===== src/design/zwg_pkg.sv =====
`timescale 1ns / 1ps
// Shared types, constants and helpers for the zig-zag waypoint generator.
// No dependencies; used by zwg_ctrl, zwg_datapath and the top level.
package zwg_pkg;

   localparam int MAX_BEACONS = 16;
   localparam int MAX_COLUMNS = 32;
   localparam int IDX_W = (MAX_BEACONS > 1) ? $clog2(MAX_BEACONS) : 1;
   localparam int COL_W = (MAX_COLUMNS > 1) ? $clog2(MAX_COLUMNS) : 1;

   localparam logic [4:0]  QUORUM_RESET  = 5'd3;
   localparam logic [11:0] STEP_RESET    = 12'd100;
   localparam logic [11:0] PADDING_RESET = 12'd100;

   typedef enum logic [1:0] {
      REG_BEACON_QUORUM = 2'd0,
      REG_COLUMN_STEP   = 2'd1,
      REG_EDGE_PADDING  = 2'd2
   } csr_index_type;

   typedef struct packed {
      logic [7:0]         beacon_address;
      logic signed [15:0] beacon_x;
      logic signed [15:0] beacon_y;
   } req_data_type;

   typedef struct packed {
      logic signed [15:0] waypoint_x;
      logic signed [15:0] waypoint_y;
      logic [5:0]         waypoint_number;
      logic               no_path;
      logic               cut_short;
      logic               last_waypoint;
   } rsp_data_type;

   typedef enum logic [2:0] {
      ST_IDLE,
      ST_SCAN,
      ST_BOUND,
      ST_EMIT,
      ST_DONE
   } state_type;

   typedef struct packed {
      logic table_write;
      logic scan_start;
      logic scan_step;
      logic bound_load;
      logic emit_load;
   } cmd_type;

   typedef struct packed {
      logic trigger;
      logic scan_last;
      logic out_free;
      logic path_last;
   } status_type;

   function automatic logic signed [15:0] sat16(input logic signed [17:0] v);
      logic signed [15:0] r;
      if (v > 18'sd32767) begin
         r = 16'sh7FFF;
      end else if (v < -18'sd32768) begin
         r = 16'sh8000;
      end else begin
         r = v[15:0];
      end
      return r;
   endfunction

endpackage


===== src/design/zwg_ctrl.sv =====
`timescale 1ns / 1ps
// Controller state machine: report intake, table scan, bound setup, path emission.
// Depends on zwg_pkg; drives commands into zwg_datapath.
module zwg_ctrl (
   input  logic                clock,
   input  logic                reset,
   input  logic                req_valid,
   output logic                req_ready,
   input  zwg_pkg::status_type status,
   output zwg_pkg::cmd_type    cmd
);
   import zwg_pkg::*;

   state_type state_ff;
   state_type state_in;

   always_ff @(posedge clock) begin
      if (reset) begin
         state_ff <= ST_IDLE;
      end else begin
         state_ff <= state_in;
      end
   end

   always_comb begin
      state_in = state_ff;
      case (state_ff)
         ST_IDLE: begin
            if (req_valid && status.trigger) state_in = ST_SCAN;
         end
         ST_SCAN: begin
            if (status.scan_last) state_in = ST_BOUND;
         end
         ST_BOUND: begin
            state_in = ST_EMIT;
         end
         ST_EMIT: begin
            if (status.out_free && status.path_last) state_in = ST_DONE;
         end
         ST_DONE: begin
            state_in = ST_DONE;
         end
         default: begin
            state_in = ST_IDLE;
         end
      endcase
   end

   always_comb begin
      cmd       = '0;
      req_ready = 1'b0;
      case (state_ff)
         ST_IDLE: begin
            req_ready       = 1'b1;
            cmd.table_write = req_valid;
            cmd.scan_start  = req_valid && status.trigger;
         end
         ST_SCAN: begin
            cmd.scan_step = 1'b1;
         end
         ST_BOUND: begin
            cmd.bound_load = 1'b1;
         end
         ST_EMIT: begin
            cmd.emit_load = status.out_free;
         end
         ST_DONE: begin
            // accept and drop
            req_ready = 1'b1;
         end
         default: begin
            req_ready = 1'b0;
         end
      endcase
   end

endmodule


===== src/design/zwg_datapath.sv =====
`timescale 1ns / 1ps
// Datapath: config registers, beacon table, min/max scan, column stepping, result register.
// Depends on zwg_pkg; commanded by zwg_ctrl.
module zwg_datapath (
   input  logic                  clock,
   input  logic                  reset,
   input  logic                  csr_we,
   input  logic [1:0]            csr_index,
   input  logic [11:0]           csr_wdata,
   input  zwg_pkg::req_data_type req_data,
   output logic                  rsp_valid,
   input  logic                  rsp_ready,
   output zwg_pkg::rsp_data_type rsp_data,
   input  zwg_pkg::cmd_type      cmd,
   output zwg_pkg::status_type   status
);
   import zwg_pkg::*;

   logic [4:0]  quorum_ff;
   logic [11:0] step_ff;
   logic [11:0] pad_ff;

   logic [MAX_BEACONS-1:0] valid_ff;
   logic [7:0]             addr_ff [MAX_BEACONS];
   logic signed [15:0]     x_ff    [MAX_BEACONS];
   logic signed [15:0]     y_ff    [MAX_BEACONS];
   logic [4:0]             known_ff;

   logic [MAX_BEACONS-1:0] hit_vec;
   logic [MAX_BEACONS-1:0] free_vec;
   logic [MAX_BEACONS-1:0] wr_vec;
   logic                   hit_any;
   logic                   free_any;
   logic                   insert;
   logic [4:0]             known_in;

   logic [IDX_W-1:0]   idx_ff;
   logic               any_ff;
   logic signed [15:0] minx_ff, maxx_ff, miny_ff, maxy_ff;

   logic signed [17:0] left_in, right_in, bottom_in, top_in;
   logic signed [18:0] diff_in;
   logic signed [17:0] left_ff;
   logic [16:0]        span_ff;
   logic signed [15:0] bottom_ff, top_ff;
   logic               empty_ff;

   logic [COL_W-1:0] col_ff;
   logic             phase_ff;
   logic [16:0]      offset_ff;
   logic [17:0]      next_off;
   logic             fits;
   logic             col_max;
   logic             final_col;
   logic signed [17:0] x_wide;

   logic         trigger;
   logic         scan_last;
   logic         out_free;
   logic         path_last;

   logic         rsp_valid_ff;
   rsp_data_type rsp_data_ff;
   rsp_data_type rsp_data_in;

   // configuration
   always_ff @(posedge clock) begin
      if (reset) begin
         quorum_ff <= QUORUM_RESET;
         step_ff   <= STEP_RESET;
         pad_ff    <= PADDING_RESET;
      end else if (csr_we) begin
         case (csr_index)
            REG_BEACON_QUORUM: quorum_ff <= csr_wdata[4:0];
            REG_COLUMN_STEP:   step_ff   <= csr_wdata;
            REG_EDGE_PADDING:  pad_ff    <= csr_wdata;
            default:           quorum_ff <= quorum_ff;
         endcase
      end
   end

   // table lookup
   always_comb begin
      hit_vec  = '0;
      free_vec = '0;
      hit_any  = 1'b0;
      free_any = 1'b0;
      for (int i = 0; i < MAX_BEACONS; i++) begin
         if (valid_ff[i]) begin
            if (!hit_any && addr_ff[i] == req_data.beacon_address) begin
               hit_vec[i] = 1'b1;
               hit_any    = 1'b1;
            end
         end else if (!free_any) begin
            free_vec[i] = 1'b1;
            free_any    = 1'b1;
         end
      end
      insert   = !hit_any && free_any;
      wr_vec   = hit_any ? hit_vec : free_vec;
      known_in = 5'(known_ff + {4'd0, insert});
      trigger  = known_in >= quorum_ff;
   end

   always_ff @(posedge clock) begin
      if (reset) begin
         valid_ff <= '0;
         known_ff <= '0;
      end else if (cmd.table_write) begin
         valid_ff <= valid_ff | wr_vec;
         known_ff <= known_in;
      end
   end

   always_ff @(posedge clock) begin
      for (int i = 0; i < MAX_BEACONS; i++) begin
         if (cmd.table_write && wr_vec[i]) begin
            addr_ff[i] <= req_data.beacon_address;
            x_ff[i]    <= req_data.beacon_x;
            y_ff[i]    <= req_data.beacon_y;
         end
      end
   end

   // min/max walk
   assign scan_last = idx_ff == IDX_W'(MAX_BEACONS - 1);

   always_ff @(posedge clock) begin
      if (cmd.scan_start) begin
         idx_ff <= '0;
         any_ff <= 1'b0;
      end else if (cmd.scan_step) begin
         idx_ff <= IDX_W'(idx_ff + 1'b1);
         if (valid_ff[idx_ff]) begin
            any_ff <= 1'b1;
            if (!any_ff || x_ff[idx_ff] < minx_ff) minx_ff <= x_ff[idx_ff];
            if (!any_ff || x_ff[idx_ff] > maxx_ff) maxx_ff <= x_ff[idx_ff];
            if (!any_ff || y_ff[idx_ff] < miny_ff) miny_ff <= y_ff[idx_ff];
            if (!any_ff || y_ff[idx_ff] > maxy_ff) maxy_ff <= y_ff[idx_ff];
         end
      end
   end

   // padded bounds
   always_comb begin
      left_in   = 18'(minx_ff) + $signed({6'd0, pad_ff});
      right_in  = 18'(maxx_ff) - $signed({6'd0, pad_ff});
      bottom_in = 18'(miny_ff) + $signed({6'd0, pad_ff});
      top_in    = 18'(maxy_ff) - $signed({6'd0, pad_ff});
      diff_in   = 19'(right_in) - 19'(left_in);
   end

   always_ff @(posedge clock) begin
      if (cmd.bound_load) begin
         left_ff   <= left_in;
         span_ff   <= diff_in[16:0];
         bottom_ff <= sat16(bottom_in);
         top_ff    <= sat16(top_in);
         empty_ff  <= !any_ff || diff_in[18];
      end
   end

   // column stepping
   always_comb begin
      next_off  = {1'b0, offset_ff} + {6'd0, step_ff};
      fits      = next_off <= {1'b0, span_ff};
      col_max   = col_ff == COL_W'(MAX_COLUMNS - 1);
      final_col = col_max || !fits;
      x_wide    = left_ff + $signed({1'b0, offset_ff});
      path_last = empty_ff || (phase_ff && final_col);

      rsp_data_in = '0;
      if (empty_ff) begin
         rsp_data_in.no_path       = 1'b1;
         rsp_data_in.last_waypoint = 1'b1;
      end else begin
         rsp_data_in.waypoint_x      = x_wide[15:0];
         rsp_data_in.waypoint_y      = (phase_ff ^ col_ff[0]) ? top_ff : bottom_ff;
         rsp_data_in.waypoint_number = 6'({col_ff, phase_ff});
         rsp_data_in.cut_short       = phase_ff && col_max && fits;
         rsp_data_in.last_waypoint   = phase_ff && final_col;
      end
   end

   always_ff @(posedge clock) begin
      if (cmd.bound_load) begin
         col_ff    <= '0;
         phase_ff  <= 1'b0;
         offset_ff <= '0;
      end else if (cmd.emit_load) begin
         if (!phase_ff) begin
            phase_ff <= 1'b1;
         end else if (!final_col) begin
            phase_ff  <= 1'b0;
            col_ff    <= COL_W'(col_ff + 1'b1);
            offset_ff <= next_off[16:0];
         end
      end
   end

   // result register
   assign out_free = !rsp_valid_ff || rsp_ready;

   always_ff @(posedge clock) begin
      if (reset) begin
         rsp_valid_ff <= 1'b0;
      end else if (cmd.emit_load) begin
         rsp_valid_ff <= 1'b1;
      end else if (rsp_ready) begin
         rsp_valid_ff <= 1'b0;
      end
   end

   always_ff @(posedge clock) begin
      if (cmd.emit_load) begin
         rsp_data_ff <= rsp_data_in;
      end
   end

   assign status    = '{trigger, scan_last, out_free, path_last};
   assign rsp_valid = rsp_valid_ff;
   assign rsp_data  = rsp_data_ff;

endmodule


===== src/design/zigzag_waypoint_generator.sv =====
`timescale 1ns / 1ps
// Zig-zag waypoint generator: beacon table and boustrophedon path emitter.
// Depends on zwg_pkg, zwg_ctrl and zwg_datapath.
//
// Usage:
//   req_* carries beacon reports (address, x, y). A report is taken
//   whenever the block is waiting for reports; a known address updates
//   its entry, a new one takes the next free slot (dropped if the table is
//   full). When the count of distinct beacons reaches beacon_quorum, the block
//   stops taking reports, walks the 16-entry table for the x and y extremes,
//   registers the padded bounds, then loads the output register and emits
//   up to 64 waypoints on rsp_*, one per cycle while rsp_ready is high. A
//   padded x span that holds no column yields a single result with no_path
//   set. After the path, reports are accepted and dropped.
//   A stall on rsp_ready holds the result register and freezes emission.
//   csr_* writes a register (quorum at index 0, column step at index 1,
//   edge padding at index 2); write only while no path is in progress.
//   Synchronous reset clears the table, the beacon count, the path-done state
//   and restores register defaults (3, 100, 100).
module zigzag_waypoint_generator (
   input  logic                  clock,
   input  logic                  reset,
   input  logic                  csr_we,
   input  logic [1:0]            csr_index,
   input  logic [11:0]           csr_wdata,
   input  logic                  req_valid,
   output logic                  req_ready,
   input  zwg_pkg::req_data_type req_data,
   output logic                  rsp_valid,
   input  logic                  rsp_ready,
   output zwg_pkg::rsp_data_type rsp_data
);
   import zwg_pkg::*;

   cmd_type    cmd;
   status_type status;

   zwg_ctrl u_ctrl (
      .clock     (clock),
      .reset     (reset),
      .req_valid (req_valid),
      .req_ready (req_ready),
      .status    (status),
      .cmd       (cmd)
   );

   zwg_datapath u_datapath (
      .clock     (clock),
      .reset     (reset),
      .csr_we    (csr_we),
      .csr_index (csr_index),
      .csr_wdata (csr_wdata),
      .req_data  (req_data),
      .rsp_valid (rsp_valid),
      .rsp_ready (rsp_ready),
      .rsp_data  (rsp_data),
      .cmd       (cmd),
      .status    (status)
   );

endmodule


===== config.mk =====
export PLATFORM = sky130hd
export DESIGN_NAME = zigzag_waypoint_generator
export DESIGN_NICKNAME = d
export VERILOG_FILES = /design/src/design/zwg_pkg.sv /design/src/design/zwg_ctrl.sv /design/src/design/zwg_datapath.sv /design/src/design/zigzag_waypoint_generator.sv
export SDC_FILE = /design/constraint.sdc
export NUM_CORES = 1
export LEC_CHECK = 0
export BUFFER_PORTS_ARGS = -buffer_cell sky130_fd_sc_hd__buf_2
export CAP_MARGIN = 20
export CORE_MARGIN = 2
export CORE_UTILIZATION = 47
export DETAILED_ROUTE_END_ITERATION = 16
export PLACE_DENSITY = 0.59
export SLEW_MARGIN = 20
export SYNTH_ARGS = -nofsm -noshare
export SYNTH_HDL_FRONTEND = slang
export SYNTH_HIERARCHICAL = 1
export SYNTH_SLANG_ARGS = --single-unit

===== constraint.sdc =====
create_clock -name clock -period 17.6 [get_ports clock]
set_clock_uncertainty 0.15 [all_clocks]
set_input_delay 3.52 -clock clock [delete_from_list [all_inputs] [get_ports clock]]
set_output_delay 3.52 -clock clock [all_outputs]
set_load 0.05 [all_outputs]

==> reports/metrics.cfg, run 1 <==
[run_status]
outcome = complete, no violations

[detailed_routing]
vias_per_cell = 5.635
ant_nets = 0
wl_per_cell_um = 22.79
drt_iter0_drc = 1796
dr_total_vias = 22640
drcViolationCount = 0
wirelength_um = 91560
drt-pass1-iter-count = 5

[final_layout]
syn_to_final_growth_pct = 12.23
drive_above_1_share = 0.1706
finalNetCount = 3047
final_util = 0.5334
stdcell_count = 4017
diodes = 0

[critical_path]
end_kind = register
crit_required_ns = 17.72
ff2ff_path_depth = 14
setup.worst_path.start = req_data[37]
startpoint_type = input pin
path_class = input pin to register
reg2reg_to = u_datapath/minx_ff[14]$_DFFE_PP_
critPathArrivalTime_ns = 9.02
worstPathMaxFanout = 32
regToRegSetupSlack_ns = 11.73
critical_path.endpoint = u_datapath/miny_ff[0]$_DFFE_PP_

[die]
rows = 107
chipWidth_um = 297.7
dieHeight_um = 297.7
dieArea_mm2 = 0.08860
pin_count = 102
core_mm2 = 0.08528
start_util = 0.4753

[logic_synthesis]
synth_edf_count = 811
syn_inst = 2656
async_flop_share = 0
synth_fp_nets = 2907
synth-xor-area-share = 0.04646
postSynthAreaPerCell_um2 = 15.26
synthFlopType = edfxtp_1
synth_top_family_by_area = multiplexers
synth_area_mm2 = 0.04053
yosysUniqueCellTypes = 82
synth_seq_cells = 897
synthSimpleGateAreaFrac = 0.06662
synthMuxAreaShare = 0.09313
synth-compound-area-share = 0.05998
synth-adder-area-share = 0.06223
ys_warn_count = 6
synth_seq_area_share = 0.6433

[placed_design]
gp_congestion = 0.8307
placedCellCount = 3844
place_ws_ns = 7.986
dpl.hpwl_um = 57980
io_buffers = 101

[sta]
rsz0062_at_grt = no
fin_ws_ns = 8.693
worst_pin_slew_ns = 1.014
max_slew_margin = 0.3238
hold_violations = 0
fin_crit_ns = 8.907
setup_viol = 0
drv_slew = 0
setup_tns_ns = 0
max_freq_ghz = 0.1123
fin_crit_sh = 0.5061

[grt]
grt_max_degree = 88
globalRouteMet1Util = 0.2778
overflow = 0
top_usage_layer = met2
grt_use_met2 = 0.3510
grt_antenna_before_repair = 14
grtUsageMet3 = 0.03347
first_global_vias = 22850
grt_pass1_wl_um = 139600
gr-usage-all-layers = 0.2070

[power_and_ir_drop]
internal_power_mw = 4.004
seq_power_share = 0.451
p_switching_mw = 1.442
swShare = 0.2648
leakagePower_nw = 15.85
powerDensity_mw_per_mm2 = 119.7
irDropWorstVdd_mv = 0.09391
combinationalPowerShare = 0.193
pwr-share-clk = 0.356

[clock_tree]
path_clk_slew_ns = 0.06
cts_tree = built
clockRootBuffer = clkbuf_16
clk-insertion-delay-late_ns = 0.67
htreeDepth = 3
cts.sinks = 897
cts_resized = 0
cts_made_buffers = 94
cts_setup_buffers = 0
ctsHoldBuffers = 0
cts_max_path_buffers = 3

[hold_path]
hold_class = register to register

[job]
drv_cap = 0

-- cell usage in the layout, fill, tap and decap left out, types with 30 or more instances in the layout --
cell / n
xnor2_1: 144
nor2b_1: 30
a21oi_1: 132
nand2_1: 139
inv_1: 172
clkbuf_16: 96
a21o_1: 34
ha_1: 176
mux4_2: 163
nor2_1: 109
nor3_1: 48
o21ai_0: 57
nand3_1: 37
edfxtp_1: 811
buf_2: 101
dfxtp_1: 82
buf_4: 36
xor2_1: 69
nand4_1: 49
-- cell families after synthesis --
group / Yosys count
compound gates: 377
flops: 897
mux: 173
buf+inv: 265
simple gates: 537
fa+ha+maj: 192
xor+xnor: 215
-- sequential cells by signal (all words and copies together) (netlist names), 17 cells and up, named ones only --
name	flops
u_datapath/addr_ff	128
u_datapath/span_ff	17
u_datapath/y_ff	256
u_datapath/rsp_data	41
u_datapath/offset_ff	17
u_datapath/x_ff	256
-- worst max-delay path, cell delays in order --
cell	delay (ns)
buf_2	0.61
xor2_1	0.22
nor4_1	0.08
nand4_1	0.20
or3b_4	0.45
nor3_4	0.21
nand3_1	0.29
a31oi_1	0.33
ha_1	0.24
ha_1	0.27
ha_1	0.28
a21o_1	0.16
a21oi_1	0.15
nor2b_1	0.06
o21ai_0	0.15
nand2b_1	0.09
and2_1	0.21
nand3b_1	0.43
a31oi_1	0.33
o31a_1	0.69
-- worst min path at each step --
stage | slack (ns) | cells after the start | end | startpoint
floorplan | 0.29 | 2 | u_datapath/step_ff[0]$_SDFFE_PP0P_ | u_datapath/step_ff[0]$_SDFFE_PP0P_
global placement | 0.32 | 2 | u_datapath/step_ff[0]$_SDFFE_PP0P_ | u_datapath/step_ff[0]$_SDFFE_PP0P_
detailed placement | 0.31 | 2 | u_datapath/step_ff[9]$_SDFFE_PP0P_ | u_datapath/step_ff[9]$_SDFFE_PP0P_
CTS | 0.32 | 2 | u_datapath/step_ff[9]$_SDFFE_PP0P_ | u_datapath/step_ff[9]$_SDFFE_PP0P_
global route | 0.35 | 2 | u_datapath/step_ff[0]$_SDFFE_PP0P_ | u_datapath/step_ff[0]$_SDFFE_PP0P_
finish | 0.32 | 2 | u_datapath/step_ff[9]$_SDFFE_PP0P_ | u_datapath/step_ff[9]$_SDFFE_PP0P_
-- metrics by stage --
stage / hold WS [ns] / total power [mW] / instance area, um2
detailed placement: 0.3137 / 3.563 / 42410
global placement: 0.3211 / 3.540 / 42410
global route: 0.3486 / 5.698 / 45490
finish: 0.3215 / 5.446 / 45490
CTS: 0.3240 / 5.514 / 45470
floorplan: 0.2906 / 3.263 / 40530
-- cell type report --
| type | instances | area [um2] |
|---|---|---|
| clock buffer | 117 | 2491 |
| sequential | 897 | 26090 |
| clock inverter | 56 | 563.0 |
| tap | 1144 | 1431 |
| inverter | 172 | 645.6 |
| fill | 6878 | 39790 |
| timing repair buffer | 137 | 775.7 |
| multi-input combinational | 1494 | 13500 |
-- power by group through the flow --
stage	clock network [mW]	logic (mW)	registers (mW)
2_1_floorplan	0	0.799	2.46
5_1_grt	2.07	1.17	2.46
4_1_cts	1.99	1.07	2.46
3_5_place_dp	0	1.06	2.50
3_3_place_gp	0	1.04	2.50
6_report	1.94	1.05	2.46
-- per-layer routing --
| metal | share of wire | vias to the layer above |
|---|---|---|
| met5 | 0.00093 | - |
| met4 | 0.024 | 14 |
| met3 | 0.051 | 154 |
| met2 | 0.50 | 586 |
| met1 | 0.43 | 11430 |
| li1 | - | 10450 |
-- Yosys cell counts (8+ instances only) --
master / n / area share
edfxtp_1: 811 / 0.60
ha_1: 176 / 0.054
inv_1: 172 / 0.016
mux4_2: 163 / 0.091
xnor2_1: 145 / 0.031
nand2_1: 139 / 0.013
a21oi_1: 136 / 0.017
nor2_1: 115 / 0.011
dfxtp_1: 86 / 0.042
xor2_1: 70 / 0.015
o21ai_0: 58 / 0.0072
clkbuf_1: 55 / 0.0051
nor3_1: 50 / 0.0062
nand4_1: 49 / 0.0076
nand3_1: 37 / 0.0046
a21o_1: 34 / 0.0063
nor2b_1: 30 / 0.0046
o21a_1: 25 / 0.0046
o31ai_1: 25 / 0.0046
nand2b_1: 24 / 0.0037
nor4_1: 19 / 0.0029
or3_1: 17 / 0.0026
fa_1: 16 / 0.0079
buf_2: 15 / 0.0019
a211oi_1: 13 / 0.0024
a31oi_1: 12 / 0.0019
buf_4: 10 / 0.0019
and3_1: 9 / 0.0014
nand3b_1: 8 / 0.0015
Note: power is estimated with default switching activity, not from simulation.
==> inputs of run 2 (changes only) <==
--- a/config.mk
+++ b/config.mk
@@ -5,6 +5,7 @@
 export SDC_FILE = /design/constraint.sdc
 export NUM_CORES = 1
 export LEC_CHECK = 0
+export ABC_AREA = 1
 export BUFFER_PORTS_ARGS = -buffer_cell sky130_fd_sc_hd__buf_2
 export CAP_MARGIN = 20
 export CORE_MARGIN = 2
==> constraint.sdc (replaced) <==
create_clock -name clock -period 8.7 [get_ports clock]
set_clock_uncertainty 0.15 [all_clocks]
set_input_delay 1.74 -clock clock [delete_from_list [all_inputs] [get_ports clock]]
set_output_delay 1.74 -clock clock [all_outputs]
set_load 0.05 [all_outputs]
==> reports/metrics.cfg, run 2 <==
[grt]
grt_antenna_before_repair = 9
grtUsageMet3 = 0.03487
grt_use_met2 = 0.3851
grt_max_degree = 128
top_usage_layer = met2
overflow = 0
gr-usage-all-layers = 0.2350
globalRouteMet1Util = 0.3237
first_global_vias = 26900
grt_pass1_wl_um = 161400

[die]
dieArea_mm2 = 0.09088
chipWidth_um = 301.5
rows = 109
core_mm2 = 0.08810
start_util = 0.4721
dieHeight_um = 301.5
pin_count = 102

[critical_path]
critPathArrivalTime_ns = 6.82
startpoint_type = input pin
path_class = input pin to register
cp_common_cell = nor2_1
cp_slowest_cell = buf_2
critical_path.max_stage_delay_ns = 0.58
worstPathMaxFanout = 35
crit_required_ns = 8.91
end_kind = register

[sta]
max_freq_ghz = 0.1512
hold_violations = 0
worst_pin_slew_ns = 1.118
hold_slack_ns = 0.3322
fin_ws_ns = 2.088
drv_slew = 0
setup_viol = 0
max_slew_margin = 0.2529
fin_crit_ns = 6.612
rsz0062_at_grt = no
setup_tns_ns = 0
fin_crit_sh = 0.7600

[detailed_routing]
dr_total_vias = 28030
wirelength_um = 107000
drt-pass1-iter-count = 6
wl_per_cell_um = 21.07
drt_iter0_drc = 2368
drcViolationCount = 0
ant_nets = 0
vias_per_cell = 5.519

[job]
drv_cap = 0

[final_layout]
layout_common_cells = edfxtp_1, nor2_1, inv_1
stdcell_count = 5079
drive_above_1_share = 0.09509
syn_to_final_growth_pct = 12.27
final_common_cell = edfxtp_1
reg_top3 = u_datapath/x_ff x256, u_datapath/y_ff x256, u_datapath/addr_ff x128
finalNetCount = 4085
final_util = 0.5300

[clock_tree]
cts_tree = built
htreeDepth = 3
path_clk_slew_ns = 0.06
ctsHoldBuffers = 0
cts_max_path_buffers = 3
cts_made_buffers = 96
cts.sinks = 897
clk-insertion-delay-late_ns = 0.68
cts_setup_buffers = 0
cts_resized = 0
clockRootBuffer = clkbuf_16

[logic_synthesis]
synth_seq_area_share = 0.6270
ys_warn_count = 6
synth_area_leaders = edfxtp_1, ha_1, nor2_1
yosys-top-cells-count = edfxtp_1, nor2_1, inv_1, nand2_1, o21ai_0
yosysTopAreaCellShare = 0.5856
synth_edf_count = 811
synth_seq_cells = 897
postSynthAreaPerCell_um2 = 11.13
synth_area_mm2 = 0.04159
yosysUniqueCellTypes = 62
syn_inst = 3737
synth_fp_nets = 3988
yosysMostFrequentCell = edfxtp_1
yosys.area.top_type = edfxtp_1
synthFlopType = edfxtp_1
async_flop_share = 0

[run_status]
outcome = complete, no violations

[placed_design]
gp_congestion = 0.9210
io_buffers = 101
place_ws_ns = 1.468
dpl.hpwl_um = 68140
placedCellCount = 4901

[hold_path]
hold_class = register to register

[power_and_ir_drop]
powerDensity_mw_per_mm2 = 289.3
leakagePower_nw = 17.69
irDropWorstVdd_mv = 0.1791

run 2: cell count changes after synthesis, moves of 98 or more:
cell / before / now
xnor2_1: 145 / 41
mux4_2: 163 / 0
o221ai_1: 0 / 98
nand2_1: 139 / 376
o21ai_0: 58 / 356
nor2_1: 115 / 493
inv_1: 172 / 387
run 2: worst paths after layout:
path / from / end / slack, ns / cells after the start
setup / recovery: req_data[32] / u_datapath/miny_ff[14]$_DFFE_PP_ / 2.09 / 30
setup reg to reg: u_datapath/addr_ff[0][22]$_DFFE_PP_ / u_datapath/miny_ff[14]$_DFFE_PP_ / 3.41 / 27
hold / removal: u_datapath/quorum_ff[3]$_SDFFE_PP0P_ / u_datapath/quorum_ff[3]$_SDFFE_PP0P_ / 0.33 / 2
hold reg to reg: u_datapath/quorum_ff[3]$_SDFFE_PP0P_ / u_datapath/quorum_ff[3]$_SDFFE_PP0P_ / 0.33 / 2
run 2: cells by family (layout without fill, tap and decap cells):
logic type                 count (synthesis)  after routing  synth area share
AOI/OAI and AO/OA                        808            808            0.1153
xor gates and xnor gates                 124            124           0.02611
adders and majority gates                192            192           0.06065
buffers and inverters                    556            731           0.05175
DFF                                      897            897            0.6270
other                                      0              2                 0
and+or+nand+nor                         1160           1160            0.1192
run 2: power breakdown:
part	switching [mW]	internal (mW)	total [mW]	leakage, nW
Sequential	0.192	5.12	5.31	8.03
Clock	1.68	2.41	4.09	1.57
Combinational	2.84	1.26	4.10	8.09
Total	4.71	8.80	13.5	17.7
run 2: final cells by class:
| cell class | instances | area, um2 |
|---|---|---|
| Multi-Input combinational cell | 2284 | 13510 |
| Clock buffer | 130 | 2648 |
| Antenna cell | 2 | 5.005 |
| Fill cell | 7689 | 41410 |
| Inverter | 402 | 1516 |
| Tap cell | 1165 | 1458 |
| Timing Repair Buffer | 153 | 920.9 |
| Clock inverter | 46 | 550.5 |
| Sequential cell | 897 | 26090 |
run 2: worst max-delay path, delay by kind of cell:
kind | cells | cell delay (ns)
simple gates | 15 | 1.79
buf+inv | 6 | 1.50
compound gates | 6 | 1.03
fa+ha+maj | 3 | 0.73
run 2: metrics by stage:
step / power, mW / cell area [um2]
global route: 14.30 / 46690
floorplan: 8.122 / 41590
global placement: 9.453 / 43490
detailed placement: 9.501 / 43490
finish: 13.51 / 46690
CTS: 13.61 / 46690
run 2: layer usage:
layer	up-vias	part of all wire	routed length [um]
li1	13500	-	-
met1	13500	0.44	47280
met2	857	0.47	50270
met3	174	0.062	6598
met4	8	0.026	2824
met5	-	0.00056	60
